`src/hw/rtl/nft_pkg.sv`:
```
// ----------------------------------------------------------------------------
// nft_pkg
// Shared types, character codes and microcode table of the names tokenizer.
// ----------------------------------------------------------------------------
package nft_pkg;

    localparam logic [7:0] CH_COLON  = 8'h3A;
    localparam logic [7:0] CH_COMMA  = 8'h2C;
    localparam logic [7:0] CH_BAR    = 8'h7C;
    localparam logic [7:0] CH_DOT    = 8'h2E;
    localparam logic [7:0] CH_BSLASH = 8'h5C;
    localparam logic [7:0] CH_SPACE  = 8'h20;
    localparam logic [7:0] CH_NL     = 8'h0A;
    localparam logic [7:0] CH_TAB    = 8'h09;
    localparam logic [7:0] CH_NUL    = 8'h00;

    localparam logic [1:0] KIND_CHAR   = 2'd0;
    localparam logic [1:0] KIND_END    = 2'd1;
    localparam logic [1:0] KIND_NOMORE = 2'd2;

    typedef struct packed {
        logic [7:0] in_byte;
        logic       at_end;
    } t_nft_in;

    typedef struct packed {
        logic [1:0] kind;
        logic [7:0] char_value;
        logic [7:0] delim_char;
        logic       delim_is_end;
        logic       ws_overflow;
        logic       last;
    } t_nft_out;

    typedef enum logic [2:0] {
        OP_NOP,
        OP_FLUSH,
        OP_HOLD,
        OP_CHAR,
        OP_DOT,
        OP_END,
        OP_NOMORE
    } t_nft_op;

    typedef logic [3:0] t_nft_addr;

    typedef struct packed {
        t_nft_op op;
        logic    done;
    } t_nft_uword;

    typedef struct packed {
        logic    busy;
        logic    fire;
        t_nft_op op;
        logic    last;
    } t_nft_ctl;

    // routine entry points
    localparam t_nft_addr UA_IDLE     = 4'd0;
    localparam t_nft_addr UA_NOMORE   = 4'd1;
    localparam t_nft_addr UA_END      = 4'd2;
    localparam t_nft_addr UA_HOLD     = 4'd3;
    localparam t_nft_addr UA_CHAR     = 4'd4;
    localparam t_nft_addr UA_DOT_END  = 4'd6;
    localparam t_nft_addr UA_DOT_CHAR = 4'd9;
    localparam t_nft_addr UA_DOT      = 4'd12;

    localparam int UCODE_DEPTH = 16;

    localparam t_nft_uword NFT_UCODE [UCODE_DEPTH] = '{
        '{OP_NOP,    1'b1},   // idle
        '{OP_NOMORE, 1'b1},   // no more names
        '{OP_END,    1'b1},   // end of name
        '{OP_HOLD,   1'b1},   // hold whitespace
        '{OP_FLUSH,  1'b0},   // name character
        '{OP_CHAR,   1'b1},
        '{OP_FLUSH,  1'b0},   // period, then end of file
        '{OP_DOT,    1'b0},
        '{OP_END,    1'b1},
        '{OP_FLUSH,  1'b0},   // period, then character
        '{OP_DOT,    1'b0},
        '{OP_CHAR,   1'b1},
        '{OP_FLUSH,  1'b0},   // period, then escape
        '{OP_DOT,    1'b1},
        '{OP_NOP,    1'b1},
        '{OP_NOP,    1'b1}
    };

endpackage

```
`src/hw/rtl/nft_useq.sv`:
```
// ----------------------------------------------------------------------------
// nft_useq
// Microcode sequencer: step counter over the control table, with a
// self-loop while held whitespace drains and a wait on a full output.
// ----------------------------------------------------------------------------
module nft_useq (
    input  logic               i_clk,
    input  logic               i_rst_n,
    input  logic               i_accept,
    input  nft_pkg::t_nft_addr i_entry,
    input  logic               i_flush_more,
    input  logic               i_can_emit,
    output nft_pkg::t_nft_ctl  o_ctl
);
    import nft_pkg::*;

    t_nft_addr  r_pc;
    t_nft_addr  n_pc;
    t_nft_uword w_uw;
    logic       w_busy;
    logic       w_emits;
    logic       w_fire;

    always_comb begin
        w_uw   = NFT_UCODE[r_pc];
        w_busy = (r_pc != UA_IDLE);
        case (w_uw.op)
            OP_CHAR, OP_DOT, OP_END, OP_NOMORE: begin
                w_emits = 1'b1;
            end
            OP_FLUSH: begin
                w_emits = i_flush_more;
            end
            default: begin
                w_emits = 1'b0;
            end
        endcase
        w_fire = w_busy && (!w_emits || i_can_emit);

        n_pc = r_pc;
        if (!w_busy) begin
            n_pc = i_accept ? i_entry : UA_IDLE;
        end else if (w_fire) begin
            if (w_uw.op == OP_FLUSH && i_flush_more) begin
                n_pc = r_pc;
            end else if (w_uw.done) begin
                n_pc = UA_IDLE;
            end else begin
                n_pc = r_pc + 4'd1;
            end
        end
    end

    always_ff @(posedge i_clk) begin
        if (!i_rst_n) begin
            r_pc <= UA_IDLE;
        end else begin
            r_pc <= n_pc;
        end
    end

    assign o_ctl = '{busy: w_busy, fire: w_fire, op: w_uw.op, last: w_uw.done};

endmodule

```
`src/hw/rtl/names_file_tokenizer_unit.sv`:
```
// ----------------------------------------------------------------------------
// names_file_tokenizer_unit
// Input is stalled while the one microcode sequencer runs a routine, so a new
// byte is taken only once the last one is through; the sequencer drains held
// whitespace one byte per cycle, unless the output stalls, through one output
// register.
// Reset: skip mode, held count and overflow flag cleared; the hold buffer
// is not cleared.
// ----------------------------------------------------------------------------
module names_file_tokenizer_unit #(
    parameter int HOLD_DEPTH = 8
) (
    input  logic              i_clk,
    input  logic              i_rst_n,
    input  logic              i_in_valid,
    output logic              o_in_stall,
    input  nft_pkg::t_nft_in  i_in_data,
    output logic              o_out_valid,
    input  logic              i_out_stall,
    output nft_pkg::t_nft_out o_out_data
);
    import nft_pkg::*;

    localparam int CW = $clog2(HOLD_DEPTH + 1);
    localparam int AW = (HOLD_DEPTH > 1) ? $clog2(HOLD_DEPTH) : 1;
    localparam logic [CW-1:0] DEPTH_C = CW'(HOLD_DEPTH);

    typedef enum logic [2:0] {
        M_SKIP,
        M_SKIPCMT,
        M_NAME,
        M_DOT,
        M_ESC,
        M_SPACES,
        M_ENDCMT
    } t_mode;

    t_mode           r_mode;
    t_mode           n_mode;
    t_nft_addr       n_entry;
    logic [7:0]      r_c;
    logic            r_eof;
    logic [CW-1:0]   r_held_cnt;
    logic [CW-1:0]   r_rd_idx;
    logic            r_ovf;
    logic [7:0]      r_held_mem [HOLD_DEPTH];
    logic            r_out_valid;
    t_nft_out        r_out;
    t_nft_ctl        w_ctl;
    logic            w_accept;
    logic            w_flush_more;
    logic            w_can_emit;
    logic            w_hold_room;
    logic            w_emit;
    logic [7:0]      w_c;
    logic            w_eof;
    logic            w_ws;

    assign w_accept     = i_in_valid && !o_in_stall;
    assign w_flush_more = (r_rd_idx < r_held_cnt);
    assign w_can_emit   = !r_out_valid || !i_out_stall;
    assign w_hold_room  = (r_held_cnt < DEPTH_C);
    assign w_emit       = w_ctl.fire &&
                          ((w_ctl.op == OP_FLUSH) ? w_flush_more :
                           (w_ctl.op inside {OP_CHAR, OP_DOT, OP_END, OP_NOMORE}));
    assign o_in_stall   = w_ctl.busy;
    assign o_out_valid  = r_out_valid;
    assign o_out_data   = r_out;

    nft_useq u_useq (
        .i_clk        (i_clk),
        .i_rst_n      (i_rst_n),
        .i_accept     (w_accept),
        .i_entry      (n_entry),
        .i_flush_more (w_flush_more),
        .i_can_emit   (w_can_emit),
        .o_ctl        (w_ctl)
    );

    // dispatch: routine entry and next mode
    always_comb begin
        w_c     = i_in_data.in_byte;
        w_eof   = i_in_data.at_end;
        w_ws    = w_c inside {CH_SPACE, CH_NL, CH_TAB};
        n_entry = UA_IDLE;
        n_mode  = r_mode;
        case (r_mode)
            M_SKIPCMT: begin
                if (w_eof) begin
                    n_entry = UA_NOMORE;
                    n_mode  = M_SKIP;
                end else if (w_c == CH_NL) begin
                    n_mode = M_SKIP;
                end
            end
            M_NAME, M_SPACES: begin
                if (r_mode == M_SPACES && !w_eof && w_c == CH_SPACE) begin
                    n_mode = M_SPACES;
                end else if (w_eof || (w_c inside {CH_COLON, CH_COMMA, CH_NL})) begin
                    n_entry = UA_END;
                    n_mode  = M_SKIP;
                end else if (w_c == CH_BAR) begin
                    n_mode = M_ENDCMT;
                end else if (w_c == CH_DOT) begin
                    n_mode = M_DOT;
                end else if (w_c == CH_BSLASH) begin
                    n_mode = M_ESC;
                end else if (w_c == CH_SPACE) begin
                    n_entry = UA_HOLD;
                    n_mode  = M_SPACES;
                end else if (w_c == CH_TAB) begin
                    n_entry = UA_HOLD;
                    n_mode  = M_NAME;
                end else begin
                    n_entry = UA_CHAR;
                    n_mode  = M_NAME;
                end
            end
            M_DOT: begin
                if (w_eof) begin
                    n_entry = UA_DOT_END;
                    n_mode  = M_SKIP;
                end else if (w_c == CH_BAR) begin
                    n_mode = M_ENDCMT;
                end else if (w_ws) begin
                    n_entry = UA_END;
                    n_mode  = M_SKIP;
                end else if (w_c == CH_BSLASH) begin
                    n_entry = UA_DOT;
                    n_mode  = M_ESC;
                end else begin
                    n_entry = UA_DOT_CHAR;
                    n_mode  = M_NAME;
                end
            end
            M_ESC: begin
                if (w_eof) begin
                    n_entry = UA_END;
                    n_mode  = M_SKIP;
                end else if (w_c == CH_SPACE) begin
                    n_entry = UA_HOLD;
                    n_mode  = M_SPACES;
                end else if (w_ws) begin
                    n_entry = UA_HOLD;
                    n_mode  = M_NAME;
                end else begin
                    n_entry = UA_CHAR;
                    n_mode  = M_NAME;
                end
            end
            M_ENDCMT: begin
                if (w_eof || w_c == CH_NL) begin
                    n_entry = UA_END;
                    n_mode  = M_SKIP;
                end
            end
            default: begin
                n_mode = M_SKIP;
                if (w_eof) begin
                    n_entry = UA_NOMORE;
                end else if (w_c == CH_BAR) begin
                    n_mode = M_SKIPCMT;
                end else if (!w_ws) begin
                    if (w_c inside {CH_COLON, CH_COMMA}) begin
                        n_entry = UA_END;
                    end else if (w_c == CH_DOT) begin
                        n_mode = M_DOT;
                    end else if (w_c == CH_BSLASH) begin
                        n_mode = M_ESC;
                    end else begin
                        n_entry = UA_CHAR;
                        n_mode  = M_NAME;
                    end
                end
            end
        endcase
    end

    always_ff @(posedge i_clk) begin
        if (w_ctl.fire && w_ctl.op == OP_HOLD && w_hold_room) begin
            r_held_mem[r_held_cnt[AW-1:0]] <= r_c;
        end
    end

    always_ff @(posedge i_clk) begin
        if (!i_rst_n) begin
            r_mode      <= M_SKIP;
            r_held_cnt  <= '0;
            r_rd_idx    <= '0;
            r_ovf       <= 1'b0;
            r_out_valid <= 1'b0;
        end else begin
            if (w_accept) begin
                r_mode <= n_mode;
                r_c    <= i_in_data.in_byte;
                r_eof  <= i_in_data.at_end;
            end
            if (w_emit) begin
                r_out_valid <= 1'b1;
            end else if (!i_out_stall) begin
                r_out_valid <= 1'b0;
            end
            if (w_ctl.fire) begin
                case (w_ctl.op)
                    OP_FLUSH: begin
                        if (w_flush_more) begin
                            r_out <= '{kind: KIND_CHAR,
                                       char_value: r_held_mem[r_rd_idx[AW-1:0]],
                                       delim_char: CH_NUL, delim_is_end: 1'b0,
                                       ws_overflow: 1'b0, last: 1'b0};
                            r_rd_idx <= r_rd_idx + CW'(1);
                        end else begin
                            r_rd_idx   <= '0;
                            r_held_cnt <= '0;
                        end
                    end
                    OP_HOLD: begin
                        if (w_hold_room) begin
                            r_held_cnt <= r_held_cnt + CW'(1);
                        end else begin
                            r_ovf <= 1'b1;
                        end
                    end
                    OP_CHAR, OP_DOT: begin
                        r_out <= '{kind: KIND_CHAR,
                                   char_value: (w_ctl.op == OP_DOT) ? CH_DOT : r_c,
                                   delim_char: CH_NUL, delim_is_end: 1'b0,
                                   ws_overflow: 1'b0, last: w_ctl.last};
                    end
                    OP_END: begin
                        r_out <= '{kind: KIND_END, char_value: CH_NUL,
                                   delim_char: r_eof ? CH_NUL : r_c,
                                   delim_is_end: r_eof, ws_overflow: r_ovf,
                                   last: w_ctl.last};
                        r_held_cnt <= '0;
                        r_ovf      <= 1'b0;
                    end
                    OP_NOMORE: begin
                        r_out <= '{kind: KIND_NOMORE, char_value: CH_NUL,
                                   delim_char: CH_NUL, delim_is_end: 1'b0,
                                   ws_overflow: 1'b0, last: w_ctl.last};
                    end
                    default: begin
                    end
                endcase
            end
        end
    end

endmodule
```
`config.mk`:
```
export PLATFORM = sky130hd
export DESIGN_NAME = names_file_tokenizer_unit
export DESIGN_NICKNAME = d
export VERILOG_FILES = /design/src/hw/rtl/nft_pkg.sv /design/src/hw/rtl/nft_useq.sv /design/src/hw/rtl/names_file_tokenizer_unit.sv
export SDC_FILE = /design/constraint.sdc
export NUM_CORES = 1
export LEC_CHECK = 0
export ABC_AREA = 1
export BUFFER_PORTS_ARGS = -buffer_cell sky130_fd_sc_hd__buf_4
export CAP_MARGIN = 0
export CORE_UTILIZATION = 50
export DETAILED_ROUTE_END_ITERATION = 8
export PLACE_DENSITY = 0.7
export SYNTH_ARGS = -nofsm -noshare
export SYNTH_HDL_FRONTEND = slang
export SYNTH_HIERARCHICAL = 1
export SYNTH_SLANG_ARGS = --single-unit
export TNS_END_PERCENT = 20
```
`constraint.sdc`:
```
create_clock -name i_clk -period 8 [get_ports i_clk]
set_input_delay 1.6 -clock i_clk [delete_from_list [all_inputs] [get_ports i_clk]]
set_output_delay 1.6 -clock i_clk [all_outputs]
set_load 0.05 [all_outputs]
```
==> impl_metrics.xml, run 1 <==
<?xml version="1.0" encoding="UTF-8"?>
<metrics>
  <group name="status">
    <metric name="status" unit="">finished clean</metric>
  </group>
  <group name="timing">
    <metric name="transition_time_of_the_tightest_slew_check_pin" unit="ns">1.04</metric>
    <metric name="timing_hold_violations_final" unit="">0</metric>
    <metric name="finalSetupTns" unit="ns">0</metric>
    <metric name="period_needed" unit="ns">3.82</metric>
    <metric name="achievable_freq" unit="MHz">262</metric>
    <metric name="layout_worst_path_cycle_share" unit="%">47.7</metric>
    <metric name="relSlewSlack" unit="%">30.8</metric>
    <metric name="rsz0062_at_grt" unit="">no</metric>
    <metric name="finalMaxSlewViolations" unit="">0</metric>
    <metric name="final.setup_skew" unit="ns">0.0221</metric>
    <metric name="setup_viol_count_final" unit="">0</metric>
  </group>
  <group name="die">
    <metric name="core_region_area" unit="um2">10800</metric>
    <metric name="dieArea" unit="um2">11500</metric>
    <metric name="die_width" unit="um">107</metric>
    <metric name="placementRows" unit="">38</metric>
    <metric name="starting_utilization_of_the_core_area" unit="%">51.3</metric>
    <metric name="die_h" unit="um">107</metric>
    <metric name="ios" unit="">36</metric>
  </group>
  <group name="route">
    <metric name="drt-vias-per-instance" unit="">5.50</metric>
    <metric name="dr.first_iter.drc_count" unit="">314</metric>
    <metric name="drc" unit="">0</metric>
    <metric name="num_vias" unit="">4292</metric>
    <metric name="routed_wirelength" unit="mm">12.0</metric>
    <metric name="routed_wirelength_normalized_by_instance_count" unit="um">15.4</metric>
    <metric name="firstDrtPassIters" unit="">5</metric>
    <metric name="antenna_left" unit="">0</metric>
  </group>
  <group name="setup_path">
    <metric name="worstSetupStartpointType" unit="">register</metric>
    <metric name="path_class" unit="">register to register</metric>
    <metric name="end_kind" unit="">register</metric>
    <metric name="arrival" unit="ns">3.95</metric>
    <metric name="critical_path_peak_fanout" unit="">8</metric>
    <metric name="worstReg2RegStart" unit="">r_held_cnt[1]$_SDFFE_PN0P_</metric>
    <metric name="reg2reg_slack" unit="ns">4.18</metric>
    <metric name="worst_ep_required_time" unit="ns">8.14</metric>
    <metric name="timing.reg2reg.worst_path_depth" unit="">16</metric>
    <metric name="crit-reg2reg-capture" unit="">r_held_mem[0][1]$_DFFE_PP_</metric>
  </group>
  <group name="logic_synthesis">
    <metric name="synth.lib_cells_used.distinct" unit="">37</metric>
    <metric name="ys_warn_count" unit="">6</metric>
    <metric name="ys_async_sr_fraction" unit="%">0</metric>
    <metric name="synth_edf_count" unit="">94</metric>
    <metric name="seq_area_frac_synth" unit="%">58.2</metric>
    <metric name="yosys.cell_count.top_type" unit="">sky130_fd_sc_hd__nor2_1</metric>
    <metric name="yosysTopAreaCellShare" unit="%">51.0</metric>
    <metric name="syn_avg_cell_area" unit="um2">9.42</metric>
    <metric name="synthTopCellsByCount" unit="">96 x sky130_fd_sc_hd__nor2_1, 94 x sky130_fd_sc_hd__edfxtp_1, 90 x sky130_fd_sc_hd__nand2_1, 61 x sky130_fd_sc_hd__inv_1, 55 x sky130_fd_sc_hd__o21ai_0</metric>
    <metric name="synthesized_area_fraction_occupied_by_ao_oa_aoi_and_oai_cells" unit="%">9.92</metric>
    <metric name="synth-seq-cells" unit="">114</metric>
    <metric name="largest_family_of_logic_cells_by_synthesized_area" unit="">simple AND/OR/NAND/NOR gates</metric>
    <metric name="synthDominantAreaCellType" unit="">sky130_fd_sc_hd__edfxtp_1</metric>
    <metric name="synth-xor-area-share" unit="%">0.632</metric>
    <metric name="post_synthesis_mux_area_share" unit="%">0</metric>
    <metric name="syn-cell-area" unit="um2">5540</metric>
    <metric name="post_synth_fa_ha_maj_area_fraction" unit="%">2.26</metric>
    <metric name="synth_simple_gate_area_share" unit="%">22.7</metric>
    <metric name="mappedNetlistNets" unit="">611</metric>
    <metric name="syn-instance-count" unit="">588</metric>
    <metric name="synth_top_flop_cell" unit="">sky130_fd_sc_hd__edfxtp_1</metric>
    <metric name="synth.area.top_cells" unit="">sky130_fd_sc_hd__edfxtp_1 51%, sky130_fd_sc_hd__dfxtp_1 7.2%, sky130_fd_sc_hd__nor2_1 6.5%, sky130_fd_sc_hd__nand2_1 6.1%, sky130_fd_sc_hd__o21ai_0 5.0%</metric>
  </group>
  <group name="global_routing">
    <metric name="grt.overflow.total" unit="">0</metric>
    <metric name="global_route.usage.total" unit="%">22.5</metric>
    <metric name="number_of_global_route_vias_before_repair" unit="">4006</metric>
    <metric name="grt_first_pass_wirelength" unit="mm">19.5</metric>
    <metric name="grt_antenna_before_repair" unit="">0</metric>
    <metric name="grt_start_max_net_pins" unit="">34</metric>
  </group>
  <group name="clocking">
    <metric name="clock_sink_count" unit="">114</metric>
    <metric name="clockBufferDepth" unit="">2</metric>
    <metric name="cts_inserted_buffers" unit="">17</metric>
    <metric name="postCtsResizedCells" unit="">0</metric>
    <metric name="clk-insertion-delay-late" unit="ns">0.52</metric>
    <metric name="hold_buffers" unit="">0</metric>
    <metric name="tritoncts_clock_tree" unit="">yes</metric>
    <metric name="cts_root_buffer" unit="">sky130_fd_sc_hd__clkbuf_8</metric>
    <metric name="cts_htree_levels" unit="">4</metric>
    <metric name="post_cts_setup_inserts" unit="">0</metric>
    <metric name="cts.reportedPaths.clkPinSlew" unit="ns">0.06</metric>
  </group>
  <group name="worst_hold_path">
    <metric name="min_delay_worst_endpoint" unit="">r_held_cnt[3]$_SDFFE_PN0P_</metric>
    <metric name="hold_path_class" unit="">register to register</metric>
    <metric name="hold-path-cell-count" unit="">2</metric>
    <metric name="timing.hold.worst.start" unit="">r_held_cnt[3]$_SDFFE_PN0P_</metric>
  </group>
  <group name="placed_design">
    <metric name="hpwlAfterDp" unit="mm">8.17</metric>
    <metric name="gp_congestion" unit="">0.886</metric>
    <metric name="port-buffer-count" unit="">35</metric>
  </group>
  <group name="power">
    <metric name="vdd.ir_drop.worst" unit="uV">139</metric>
    <metric name="netSwitchingFraction" unit="%">28.0</metric>
    <metric name="p_per_area" unit="nW/um2">269</metric>
    <metric name="p_switching" unit="W">0.000491</metric>
    <metric name="power.share.combinational" unit="%">15.4</metric>
    <metric name="pint" unit="W">0.00126</metric>
    <metric name="power" unit="W">0.00176</metric>
    <metric name="power_frac_clock" unit="%">44.5</metric>
    <metric name="power_frac_seq" unit="%">40.1</metric>
    <metric name="power.leakage" unit="nW">2.64</metric>
  </group>
  <group name="layout">
    <metric name="final.fill_count" unit="">906</metric>
    <metric name="syn_to_final_growth" unit="%">17.7</metric>
    <metric name="drive_gt1_share" unit="%">16.3</metric>
    <metric name="antennaDiodeCount" unit="">0</metric>
    <metric name="num-nets-final" unit="">650</metric>
  </group>
  <group name="run">
    <metric name="max_cap_violations" unit="">0</metric>
  </group>
</metrics>
-- metal layers --
| layer | vias to the layer above | wire length (um) | global-route usage [%] |
|---|---|---|---|
| li1 | 2084 | - | - |
| met1 | 2008 | 5470 | 29.9 |
| met2 | 179 | 5550 | 36.3 |
| met3 | 21 | 758 | 5.45 |
| met4 | 0 | 236 | 7.83 |
| met5 | - | 0 | 0 |
-- through the flow --
| stage | instances | instance area (um2) | utilization (%) | worst slack (ns) | hold WS, ns |
|---|---|---|---|---|---|
| 2_1_floorplan | 588 | 5540 | - | 4.51 | 0.453 |
| 3_3_place_gp | 748 | 5900 | 54.6 | 4.07 | 0.474 |
| 3_5_place_dp | 748 | 5900 | 54.6 | 3.99 | 0.477 |
| 4_1_cts | 780 | 6520 | 60.4 | 4.18 | 0.486 |
| 5_1_grt | 780 | 6520 | 60.4 | 3.74 | 0.501 |
| 6_report | 780 | 6520 | 60.4 | 4.18 | 0.487 |
-- power by group through the flow --
| stage | clock network (W) | logic, W | registers, W |
|---|---|---|---|
| CTS | 0.000790 | 0.000270 | 0.000703 |
| detailed placement | 0 | 0.000267 | 0.000715 |
| global route | 0.000818 | 0.000304 | 0.000706 |
| global placement | 0 | 0.000263 | 0.000714 |
| finish | 0.000782 | 0.000271 | 0.000704 |
| floorplan | 0 | 0.000207 | 0.000710 |
-- placed cells by master, fill, tap and decap left out, types with 10 or more instances in the layout --
cell / netlist / final
sky130_fd_sc_hd__nor2_1: 96 / 96
sky130_fd_sc_hd__edfxtp_1: 94 / 94
sky130_fd_sc_hd__nand2_1: 90 / 90
sky130_fd_sc_hd__inv_1: 61 / 61
sky130_fd_sc_hd__o21ai_0: 55 / 55
sky130_fd_sc_hd__nand3_1: 48 / 48
sky130_fd_sc_hd__buf_4: 2 / 36
sky130_fd_sc_hd__dfxtp_1: 20 / 20
sky130_fd_sc_hd__clkbuf_16: 0 / 16
sky130_fd_sc_hd__o211ai_1: 14 / 14
sky130_fd_sc_hd__a21oi_1: 12 / 12
sky130_fd_sc_hd__nand2_2: 11 / 11
sky130_fd_sc_hd__ha_1: 10 / 10
-- kinds of logic after synthesis --
logic type,count (synthesis)
AND/OR/NAND/NOR,279
flip-flops,114
AO/OA/AOI/OAI,97
buffers and inverters,84
adder cells (fa/ha/maj),10
XOR/XNOR,4
-- state kept, by name, indices dropped and copies added, names as in the netlist, named ones only --
name	count
o_out_data	21
r_eof	1
r_ovf	1
r_c	8
r_held_mem	64
r_rd_idx	4
r_held_cnt	4
r_mode	3
u_useq/r_pc	4
o_out_valid	1
-- final cells by class --
| type | count | area [um2] | share of cell area [%] |
|---|---|---|---|
| Sequential cell | 114 | 3220 | 49.5 |
| Multi-Input combinational cell | 390 | 1970 | 30.2 |
| Clock buffer | 18 | 418 | 6.41 |
| Timing Repair Buffer | 36 | 270 | 4.15 |
| Inverter | 68 | 260 | 3.99 |
| Clock inverter | 14 | 203 | 3.11 |
| Tap cell | 140 | 175 | 2.69 |
-- worst max path at each step --
stage | start | end | slack, ns
CTS | r_held_cnt[1]$_SDFFE_PN0P_ | r_held_mem[0][1]$_DFFE_PP_ | 4.18
detailed placement | i_out_stall | r_held_mem[0][1]$_DFFE_PP_ | 3.99
global placement | i_out_stall | r_held_mem[6][4]$_DFFE_PP_ | 4.07
finish | r_held_cnt[1]$_SDFFE_PN0P_ | r_held_mem[0][1]$_DFFE_PP_ | 4.18
floorplan | i_out_stall | r_held_mem[4][0]$_DFFE_PP_ | 4.51
global route | r_held_cnt[1]$_SDFFE_PN0P_ | r_held_mem[6][1]$_DFFE_PP_ | 3.74
-- critical path: stages (launching register included) --
cell	delay, ns
sky130_fd_sc_hd__dfxtp_1	0.48
sky130_fd_sc_hd__inv_1	0.15
sky130_fd_sc_hd__ha_1	0.30
sky130_fd_sc_hd__o21ai_1	0.05
sky130_fd_sc_hd__nand2_1	0.06
sky130_fd_sc_hd__nand3_1	0.07
sky130_fd_sc_hd__nand2_1	0.11
sky130_fd_sc_hd__inv_1	0.11
sky130_fd_sc_hd__nand3_1	0.15
sky130_fd_sc_hd__nor2_4	0.06
sky130_fd_sc_hd__nor2_2	0.09
sky130_fd_sc_hd__nand2_2	0.08
sky130_fd_sc_hd__a21oi_1	0.49
sky130_fd_sc_hd__nand3_1	0.18
sky130_fd_sc_hd__inv_1	0.13
sky130_fd_sc_hd__nand2_1	0.16
sky130_fd_sc_hd__nor3_1	0.79
Power figures use the tool's default switching activity.
==> run 2, diff against run 1 <==
--- a/config.mk
+++ b/config.mk
@@ -5,7 +5,7 @@
 export SDC_FILE = /design/constraint.sdc
 export NUM_CORES = 1
 export LEC_CHECK = 0
-export ABC_AREA = 1
+export ABC_AREA = 0
 export BUFFER_PORTS_ARGS = -buffer_cell sky130_fd_sc_hd__buf_4
 export CAP_MARGIN = 0
 export CORE_UTILIZATION = 50
==> constraint.sdc (replaced) <==
create_clock -name i_clk -period 3.6 [get_ports i_clk]
set_input_delay 0.72 -clock i_clk [delete_from_list [all_inputs] [get_ports i_clk]]
set_output_delay 0.72 -clock i_clk [all_outputs]
set_load 0.05 [all_outputs]
==> run 2 against run 1 <==
  * Critical path depth fell by 5
  * Core utilization fell by 0.15 points
  * Critical endpoint is now r_held_mem[1][1]$_DFFE_PP_
  * Largest power group is now registers
  * Clock power rose by 84%
==> impl_metrics.xml, run 2 <==
<?xml version="1.0" encoding="UTF-8"?>
<metrics>
  <group name="route">
    <metric name="antenna_left" unit="">0</metric>
    <metric name="dr.first_iter.drc_count" unit="">154</metric>
    <metric name="routed_wirelength_normalized_by_instance_count" unit="um">16.5</metric>
    <metric name="num_vias" unit="">3745</metric>
    <metric name="routed_wirelength" unit="mm">10.7</metric>
    <metric name="firstDrtPassIters" unit="">4</metric>
    <metric name="drc" unit="">0</metric>
    <metric name="drt-vias-per-instance" unit="">5.79</metric>
  </group>
  <group name="global_routing">
    <metric name="grt_first_pass_wirelength" unit="mm">17.5</metric>
    <metric name="global_route.usage.total" unit="%">20.0</metric>
    <metric name="grt_start_max_net_pins" unit="">29</metric>
    <metric name="grt_antenna_before_repair" unit="">0</metric>
    <metric name="number_of_global_route_vias_before_repair" unit="">3624</metric>
    <metric name="grt.overflow.total" unit="">0</metric>
  </group>
  <group name="layout">
    <metric name="flip_flop_count_of_the_largest_register_all_copies_and_words_added" unit="">64</metric>
    <metric name="num-nets-final" unit="">518</metric>
    <metric name="most-common-layout-cells" unit="">94 x sky130_fd_sc_hd__edfxtp_1, 50 x sky130_fd_sc_hd__buf_4, 38 x sky130_fd_sc_hd__nand2_1</metric>
    <metric name="syn_to_final_growth" unit="%">16.8</metric>
    <metric name="most_common_library_cell_in_the_layout_ignoring_fill_and_taps" unit="">sky130_fd_sc_hd__edfxtp_1</metric>
    <metric name="antennaDiodeCount" unit="">0</metric>
    <metric name="drive_gt1_share" unit="%">23.3</metric>
  </group>
  <group name="logic_synthesis">
    <metric name="yosys.cell_count.top_type" unit="">sky130_fd_sc_hd__edfxtp_1</metric>
    <metric name="synthDominantAreaCellType" unit="">sky130_fd_sc_hd__edfxtp_1</metric>
    <metric name="mappedNetlistNets" unit="">475</metric>
    <metric name="ys_async_sr_fraction" unit="%">0</metric>
    <metric name="synth_edf_count" unit="">94</metric>
    <metric name="syn_avg_cell_area" unit="um2">12.4</metric>
    <metric name="ys_warn_count" unit="">6</metric>
    <metric name="synthTopCellsByCount" unit="">94 x sky130_fd_sc_hd__edfxtp_1, 38 x sky130_fd_sc_hd__nand2_1, 30 x sky130_fd_sc_hd__o21ai_0, 28 x sky130_fd_sc_hd__nor2_1, 20 x sky130_fd_sc_hd__dfxtp_1</metric>
    <metric name="syn-instance-count" unit="">452</metric>
    <metric name="yosysTopAreaCellShare" unit="%">50.3</metric>
    <metric name="seq_area_frac_synth" unit="%">57.4</metric>
    <metric name="synth.lib_cells_used.distinct" unit="">73</metric>
    <metric name="syn-cell-area" unit="um2">5620</metric>
    <metric name="synth.area.top_cells" unit="">sky130_fd_sc_hd__edfxtp_1 50%, sky130_fd_sc_hd__dfxtp_1 7.1%, sky130_fd_sc_hd__mux4_2 6.8%, sky130_fd_sc_hd__o21ai_0 2.7%, sky130_fd_sc_hd__nand2_1 2.5%</metric>
    <metric name="synth-seq-cells" unit="">114</metric>
    <metric name="synth_top_flop_cell" unit="">sky130_fd_sc_hd__edfxtp_1</metric>
  </group>
  <group name="setup_path">
    <metric name="worst_ep_required_time" unit="ns">3.81</metric>
    <metric name="timing.reg2reg.worst_path_depth" unit="">11</metric>
    <metric name="reg2reg_slack" unit="ns">0.30</metric>
    <metric name="arrival" unit="ns">3.51</metric>
    <metric name="end_kind" unit="">register</metric>
    <metric name="path_class" unit="">register to register</metric>
    <metric name="worstSetupStartpointType" unit="">register</metric>
    <metric name="critical_path_origin" unit="">u_useq/r_pc[1]$_SDFFE_PN0P_</metric>
    <metric name="worstReg2RegStart" unit="">u_useq/r_pc[1]$_SDFFE_PN0P_</metric>
    <metric name="crit-reg2reg-capture" unit="">r_held_mem[1][1]$_DFFE_PP_</metric>
    <metric name="critical_path_peak_fanout" unit="">28</metric>
  </group>
  <group name="die">
    <metric name="ios" unit="">36</metric>
    <metric name="starting_utilization_of_the_core_area" unit="%">51.6</metric>
    <metric name="dieArea" unit="um2">11700</metric>
    <metric name="core_region_area" unit="um2">10900</metric>
    <metric name="placementRows" unit="">38</metric>
    <metric name="die_width" unit="um">108</metric>
    <metric name="die_h" unit="um">108</metric>
  </group>
  <group name="power">
    <metric name="p_switching" unit="W">0.000962</metric>
    <metric name="vdd.ir_drop.worst" unit="uV">330</metric>
    <metric name="power_frac_clock" unit="%">40.6</metric>
    <metric name="power_frac_seq" unit="%">43.5</metric>
    <metric name="netSwitchingFraction" unit="%">27.1</metric>
    <metric name="power.share.combinational" unit="%">15.8</metric>
    <metric name="p_per_area" unit="nW/um2">541</metric>
    <metric name="power" unit="W">0.00355</metric>
    <metric name="pint" unit="W">0.00259</metric>
    <metric name="power.leakage" unit="nW">2.24</metric>
  </group>
  <group name="timing">
    <metric name="relSlewSlack" unit="%">45.9</metric>
    <metric name="finalMaxSlewViolations" unit="">0</metric>
    <metric name="setup_viol_count_final" unit="">0</metric>
    <metric name="achievable_freq" unit="MHz">303</metric>
    <metric name="period_needed" unit="ns">3.30</metric>
    <metric name="timing_hold_violations_final" unit="">0</metric>
    <metric name="final.setup_skew" unit="ns">0.0139</metric>
    <metric name="rsz0062_at_grt" unit="">no</metric>
    <metric name="transition_time_of_the_tightest_slew_check_pin" unit="ns">0.810</metric>
    <metric name="worst_hold_slack" unit="ns">0.450</metric>
    <metric name="layout_worst_path_cycle_share" unit="%">91.6</metric>
  </group>
  <group name="clocking">
    <metric name="tritoncts_clock_tree" unit="">yes</metric>
    <metric name="post_cts_setup_inserts" unit="">0</metric>
    <metric name="clock_sink_count" unit="">114</metric>
    <metric name="cts_htree_levels" unit="">4</metric>
    <metric name="clockBufferDepth" unit="">2</metric>
    <metric name="cts_root_buffer" unit="">sky130_fd_sc_hd__clkbuf_8</metric>
    <metric name="clk-insertion-delay-late" unit="ns">0.51</metric>
    <metric name="cts.reportedPaths.clkPinSlew" unit="ns">0.05</metric>
    <metric name="cts_inserted_buffers" unit="">17</metric>
    <metric name="hold_buffers" unit="">0</metric>
  </group>
  <group name="worst_hold_path">
    <metric name="min_delay_worst_endpoint" unit="">r_c[6]$_DFFE_PP_</metric>
    <metric name="hold_path_class" unit="">input port to register</metric>
    <metric name="hold-path-cell-count" unit="">1</metric>
    <metric name="timing.hold.worst.start" unit="">i_in_data[7]</metric>
  </group>
  <group name="run">
    <metric name="max_cap_violations" unit="">0</metric>
  </group>
  <group name="placed_design">
    <metric name="port-buffer-count" unit="">35</metric>
    <metric name="gp_congestion" unit="">0.820</metric>
    <metric name="hpwlAfterDp" unit="mm">7.60</metric>
  </group>
  <group name="status">
    <metric name="status" unit="">finished clean</metric>
  </group>
</metrics>
==> run 2: cell count changes after synthesis, moves of 12 or more <==
cell                       previous run  this run
sky130_fd_sc_hd__o21ai_0             55        30
sky130_fd_sc_hd__inv_1               61        13
sky130_fd_sc_hd__nor2_1              96        28
sky130_fd_sc_hd__and2_1               0        13
sky130_fd_sc_hd__nand2_1             90        38
sky130_fd_sc_hd__o211ai_1            14         2
sky130_fd_sc_hd__mux4_2               0        17
sky130_fd_sc_hd__nand3_1             48        15
==> run 2: cell families (layout without fill, tap and decap cells) <==
group | count (synthesis) | after routing | share of synthesized area (%)
compound gates | 98 | 98 | 12.2
xor+xnor | 4 | 4 | 0.624
mux | 29 | 29 | 8.98
flops | 114 | 114 | 57.4
buf+inv | 40 | 95 | 3.30
fa+ha+maj | 10 | 10 | 2.23
simple gates | 157 | 157 | 15.3
==> run 2: final cells by class <==
class,count,area [um2]
Timing Repair Buffer,50,375
Sequential cell,114,3220
Multi-Input combinational cell,298,2220
Clock inverter,12,93.8
Fill cell,845,4330
Tap cell,140,175
Clock buffer,19,422
Inverter,14,52.6
==> run 2: how the worst max path moves through the flow <==
stage	end	cells after the start
6_report	r_held_mem[1][1]$_DFFE_PP_	11
2_1_floorplan	r_held_mem[1][0]$_DFFE_PP_	11
5_1_grt	r_held_mem[1][1]$_DFFE_PP_	11
3_5_place_dp	r_held_mem[1][0]$_DFFE_PP_	10
3_3_place_gp	r_held_mem[1][6]$_DFFE_PP_	10
4_1_cts	r_held_mem[1][0]$_DFFE_PP_	10
==> run 2: timing repair <==
item | CTS | global route
resized for setup | 0 | 2
hold endpoints to repair | 0 | 0
endpoints found under the setup margin | 0 | 24
==> run 2: through the flow <==
step | util (%) | setup WS (ns) | std cells | setup TNS [ns] | instance area [um2]
global route | 60.2 | 0.0218 | 647 | 0 | 6560
global placement | 55.5 | 0.397 | 616 | 0 | 6040
finish | 60.2 | 0.304 | 647 | 0 | 6560
detailed placement | 55.5 | 0.208 | 616 | 0 | 6040
floorplan | - | -0.0776 | 452 | -0.621 | 5620
CTS | 60.2 | 0.188 | 647 | 0 | 6560
==> run 2: power by group through the flow <==
stage / Combinational, W / Clock (W) / Sequential, W
6_report: 0.000562 / 0.00144 / 0.00155
5_1_grt: 0.000628 / 0.00152 / 0.00155
4_1_cts: 0.000556 / 0.00146 / 0.00154
3_5_place_dp: 0.000553 / 0 / 0.00157
3_3_place_gp: 0.000542 / 0 / 0.00157
2_1_floorplan: 0.000456 / 0 / 0.00154
==> run 2: worst max-delay path, stage by stage, from the launching register on <==
cell and delay, ns:
sky130_fd_sc_hd__dfxtp_1 0.46, sky130_fd_sc_hd__inv_1 0.15, sky130_fd_sc_hd__ha_1 0.35, sky130_fd_sc_hd__mux4_2 0.35
sky130_fd_sc_hd__buf_4 0.30, sky130_fd_sc_hd__nand3_1 0.12, sky130_fd_sc_hd__a41oi_1 0.28, sky130_fd_sc_hd__nand3_1 0.19
sky130_fd_sc_hd__nor2_2 0.24, sky130_fd_sc_hd__nand2_1 0.15, sky130_fd_sc_hd__nor3_1 0.20, sky130_fd_sc_hd__buf_4 0.21
==> run 2: routing by layer <==
metal	vias to the layer above	share of wire, %	track usage, %	routed length (um)
li1	1819	-	-	-
met1	1795	44	24.9	4660
met4	0	1.5	7.93	163
met2	113	50	32.5	5300
met3	18	5.1	6.27	548
met5	-	0	0	0
==> run 3, diff against run 2 <==
--- a/config.mk
+++ b/config.mk
@@ -8,9 +8,10 @@
 export ABC_AREA = 0
 export BUFFER_PORTS_ARGS = -buffer_cell sky130_fd_sc_hd__buf_4
 export CAP_MARGIN = 0
-export CORE_UTILIZATION = 50
+export CORE_UTILIZATION = 49
 export DETAILED_ROUTE_END_ITERATION = 8
-export PLACE_DENSITY = 0.7
+export PLACE_DENSITY = 0.69
+export SLEW_MARGIN = 5
 export SYNTH_ARGS = -nofsm -noshare
 export SYNTH_HDL_FRONTEND = slang
 export SYNTH_HIERARCHICAL = 1
==> run 3 against run 2 <==
  * Cell count unchanged
  * Combinational power about the same
  * Core utilization increased by 0.22 points
==> impl_metrics.xml, run 3 (same netlist as run 2, synthesis figures left out) <==
<?xml version="1.0" encoding="UTF-8"?>
<metrics>
  <group name="layout">
    <metric name="final.fill_count" unit="">831</metric>
    <metric name="most_common_library_cell_in_the_layout_ignoring_fill_and_taps" unit="">sky130_fd_sc_hd__edfxtp_1</metric>
    <metric name="area_of_combinational_cells_with_multiple_inputs" unit="um2">2210</metric>
    <metric name="most-common-layout-cells" unit="">94 x sky130_fd_sc_hd__edfxtp_1, 49 x sky130_fd_sc_hd__buf_4, 38 x sky130_fd_sc_hd__nand2_1</metric>
    <metric name="drive_gt1_share" unit="%">23.7</metric>
    <metric name="seqCellArea" unit="um2">3220</metric>
    <metric name="flip_flop_count_of_the_largest_register_all_copies_and_words_added" unit="">64</metric>
    <metric name="num-nets-final" unit="">517</metric>
    <metric name="syn_to_final_growth" unit="%">18.2</metric>
    <metric name="antennaDiodeCount" unit="">0</metric>
    <metric name="layout.cells.non_filler" unit="">647</metric>
  </group>
  <group name="global_routing">
    <metric name="grt_first_pass_wirelength" unit="mm">19.3</metric>
    <metric name="grt.overflow.total" unit="">0</metric>
    <metric name="grt_antenna_before_repair" unit="">0</metric>
    <metric name="global_route.usage.total" unit="%">22.7</metric>
    <metric name="grt_start_max_net_pins" unit="">26</metric>
    <metric name="number_of_global_route_vias_before_repair" unit="">3640</metric>
  </group>
  <group name="route">
    <metric name="dr.first_iter.drc_count" unit="">291</metric>
    <metric name="routed_wirelength_normalized_by_instance_count" unit="um">19.2</metric>
    <metric name="routed_wirelength" unit="mm">12.4</metric>
    <metric name="num_vias" unit="">3873</metric>
    <metric name="antenna_left" unit="">0</metric>
    <metric name="drc" unit="">0</metric>
    <metric name="drt-vias-per-instance" unit="">5.99</metric>
    <metric name="firstDrtPassIters" unit="">6</metric>
  </group>
  <group name="die">
    <metric name="ios" unit="">36</metric>
    <metric name="die_h" unit="um">109</metric>
    <metric name="core_region_area" unit="um2">11000</metric>
    <metric name="dieArea" unit="um2">11900</metric>
    <metric name="die_width" unit="um">109</metric>
    <metric name="placementRows" unit="">38</metric>
    <metric name="starting_utilization_of_the_core_area" unit="%">51.1</metric>
  </group>
  <group name="timing">
    <metric name="layout_worst_path_cycle_share" unit="%">93.2</metric>
    <metric name="rsz0062_at_grt" unit="">no</metric>
    <metric name="achievable_freq" unit="MHz">298</metric>
    <metric name="transition_time_of_the_tightest_slew_check_pin" unit="ns">0.778</metric>
    <metric name="timing_hold_violations_final" unit="">0</metric>
    <metric name="finalMaxSlewViolations" unit="">0</metric>
    <metric name="period_needed" unit="ns">3.36</metric>
    <metric name="final.setup_skew" unit="ns">0.00731</metric>
    <metric name="relSlewSlack" unit="%">48.1</metric>
    <metric name="setup_viol_count_final" unit="">0</metric>
    <metric name="worst_hold_slack" unit="ns">0.507</metric>
  </group>
  <group name="run">
    <metric name="max_cap_violations" unit="">0</metric>
  </group>
  <group name="setup_path">
    <metric name="worstSetupStartpointType" unit="">register</metric>
    <metric name="worstPathCellList" unit="">inv_2, ha_1, mux4_2, buf_4, nor2_1, nand3_1, nor2_1, nand2_1, nor3_1, buf_4</metric>
    <metric name="arrival" unit="ns">3.47</metric>
    <metric name="cpPeakStageDelay" unit="ns">0.61</metric>
    <metric name="critical_path.slowest_cell" unit="">sky130_fd_sc_hd__mux4_2</metric>
    <metric name="worst_ep_required_time" unit="ns">3.72</metric>
    <metric name="path_class" unit="">register to register</metric>
    <metric name="critical_path_peak_fanout" unit="">25</metric>
    <metric name="end_kind" unit="">register</metric>
  </group>
  <group name="clocking">
    <metric name="clockBufferDepth" unit="">2</metric>
    <metric name="clk-insertion-delay-late" unit="ns">0.41</metric>
    <metric name="postCtsResizedCells" unit="">0</metric>
    <metric name="cts_root_buffer" unit="">sky130_fd_sc_hd__clkbuf_16</metric>
    <metric name="tritoncts_clock_tree" unit="">yes</metric>
    <metric name="hold_buffers" unit="">0</metric>
    <metric name="post_cts_setup_inserts" unit="">0</metric>
    <metric name="clock_sink_count" unit="">114</metric>
    <metric name="cts.reportedPaths.clkPinSlew" unit="ns">0.06</metric>
    <metric name="cts_inserted_buffers" unit="">17</metric>
    <metric name="cts_htree_levels" unit="">4</metric>
  </group>
  <group name="placed_design">
    <metric name="numPlacedInstances" unit="">615</metric>
    <metric name="hpwlAfterDp" unit="mm">8.23</metric>
    <metric name="gp_congestion" unit="">0.919</metric>
    <metric name="port-buffer-count" unit="">35</metric>
  </group>
  <group name="status">
    <metric name="status" unit="">finished clean</metric>
  </group>
  <group name="worst_hold_path">
    <metric name="hold_path_class" unit="">register to register</metric>
  </group>
  <group name="power">
    <metric name="p_per_area" unit="nW/um2">577</metric>
    <metric name="vdd.ir_drop.worst" unit="uV">365</metric>
    <metric name="power.leakage" unit="nW">2.27</metric>
  </group>
</metrics>
run 3: report_power, final:
part | total, W | switching [W] | leakage [nW] | internal, W
Combinational | 0.000561 | 0.000355 | 0.954 | 0.000206
Sequential | 0.00157 | 0.0000840 | 1.03 | 0.00148
Clock | 0.00170 | 0.000613 | 0.286 | 0.00109
Total | 0.00383 | 0.00105 | 2.27 | 0.00278
run 3: path summary, 6_finish.rpt:
kind                                             startpoint                          to  slack, ns  depth (start not counted)
worst min-delay path                     r_ovf$_SDFFE_PN0P_          r_ovf$_SDFFE_PN0P_       0.51                          2
worst max-delay path            u_useq/r_pc[0]$_SDFFE_PN0P_  r_held_mem[1][2]$_DFFE_PP_       0.24                         10
worst min register to register           r_ovf$_SDFFE_PN0P_          r_ovf$_SDFFE_PN0P_       0.51                          2
worst max register to register  u_useq/r_pc[0]$_SDFFE_PN0P_  r_held_mem[1][2]$_DFFE_PP_       0.24                         10
run 3: worst max-delay path: cells and delay by family (launching register included):
family / cells / cell delay, ns
AND/OR/NAND/NOR: 5 / 0.96
multiplexers: 1 / 0.61
buffers and inverters: 3 / 0.58
flip-flops: 1 / 0.56
adder cells (fa/ha/maj): 1 / 0.35
run 3: final cells by class:
type | instances | share of cell area (%)
Clock inverter | 15 | 2.75
Inverter | 14 | 0.791
Multi-Input combinational cell | 298 | 33.3
Tap cell | 140 | 2.64
Clock buffer | 17 | 6.41
Sequential cell | 114 | 48.5
Timing Repair Buffer | 49 | 5.54
run 3: metrics by stage:
step	setup TNS, ns	util (%)	setup slack [ns]	instance area, um2	power, W
detailed placement	0	54.9	0.275	6030	0.00214
finish	0	60.5	0.243	6640	0.00383
CTS	0	60.5	0.227	6640	0.00384
floorplan	-0.621	-	-0.0776	5620	0.00200
global placement	0	54.9	0.356	6030	0.00213
global route	0	60.5	0.00721	6640	0.00398
run 3: layer usage:
metal  part of all wire, %  track usage (%)  vias up
li1                      -                -     1818
met1                    45             30.7     1884
met2                    47             34.9      161
met3                   7.2             6.04       10
met4                  0.74             9.07        0
met5                     0                0        -
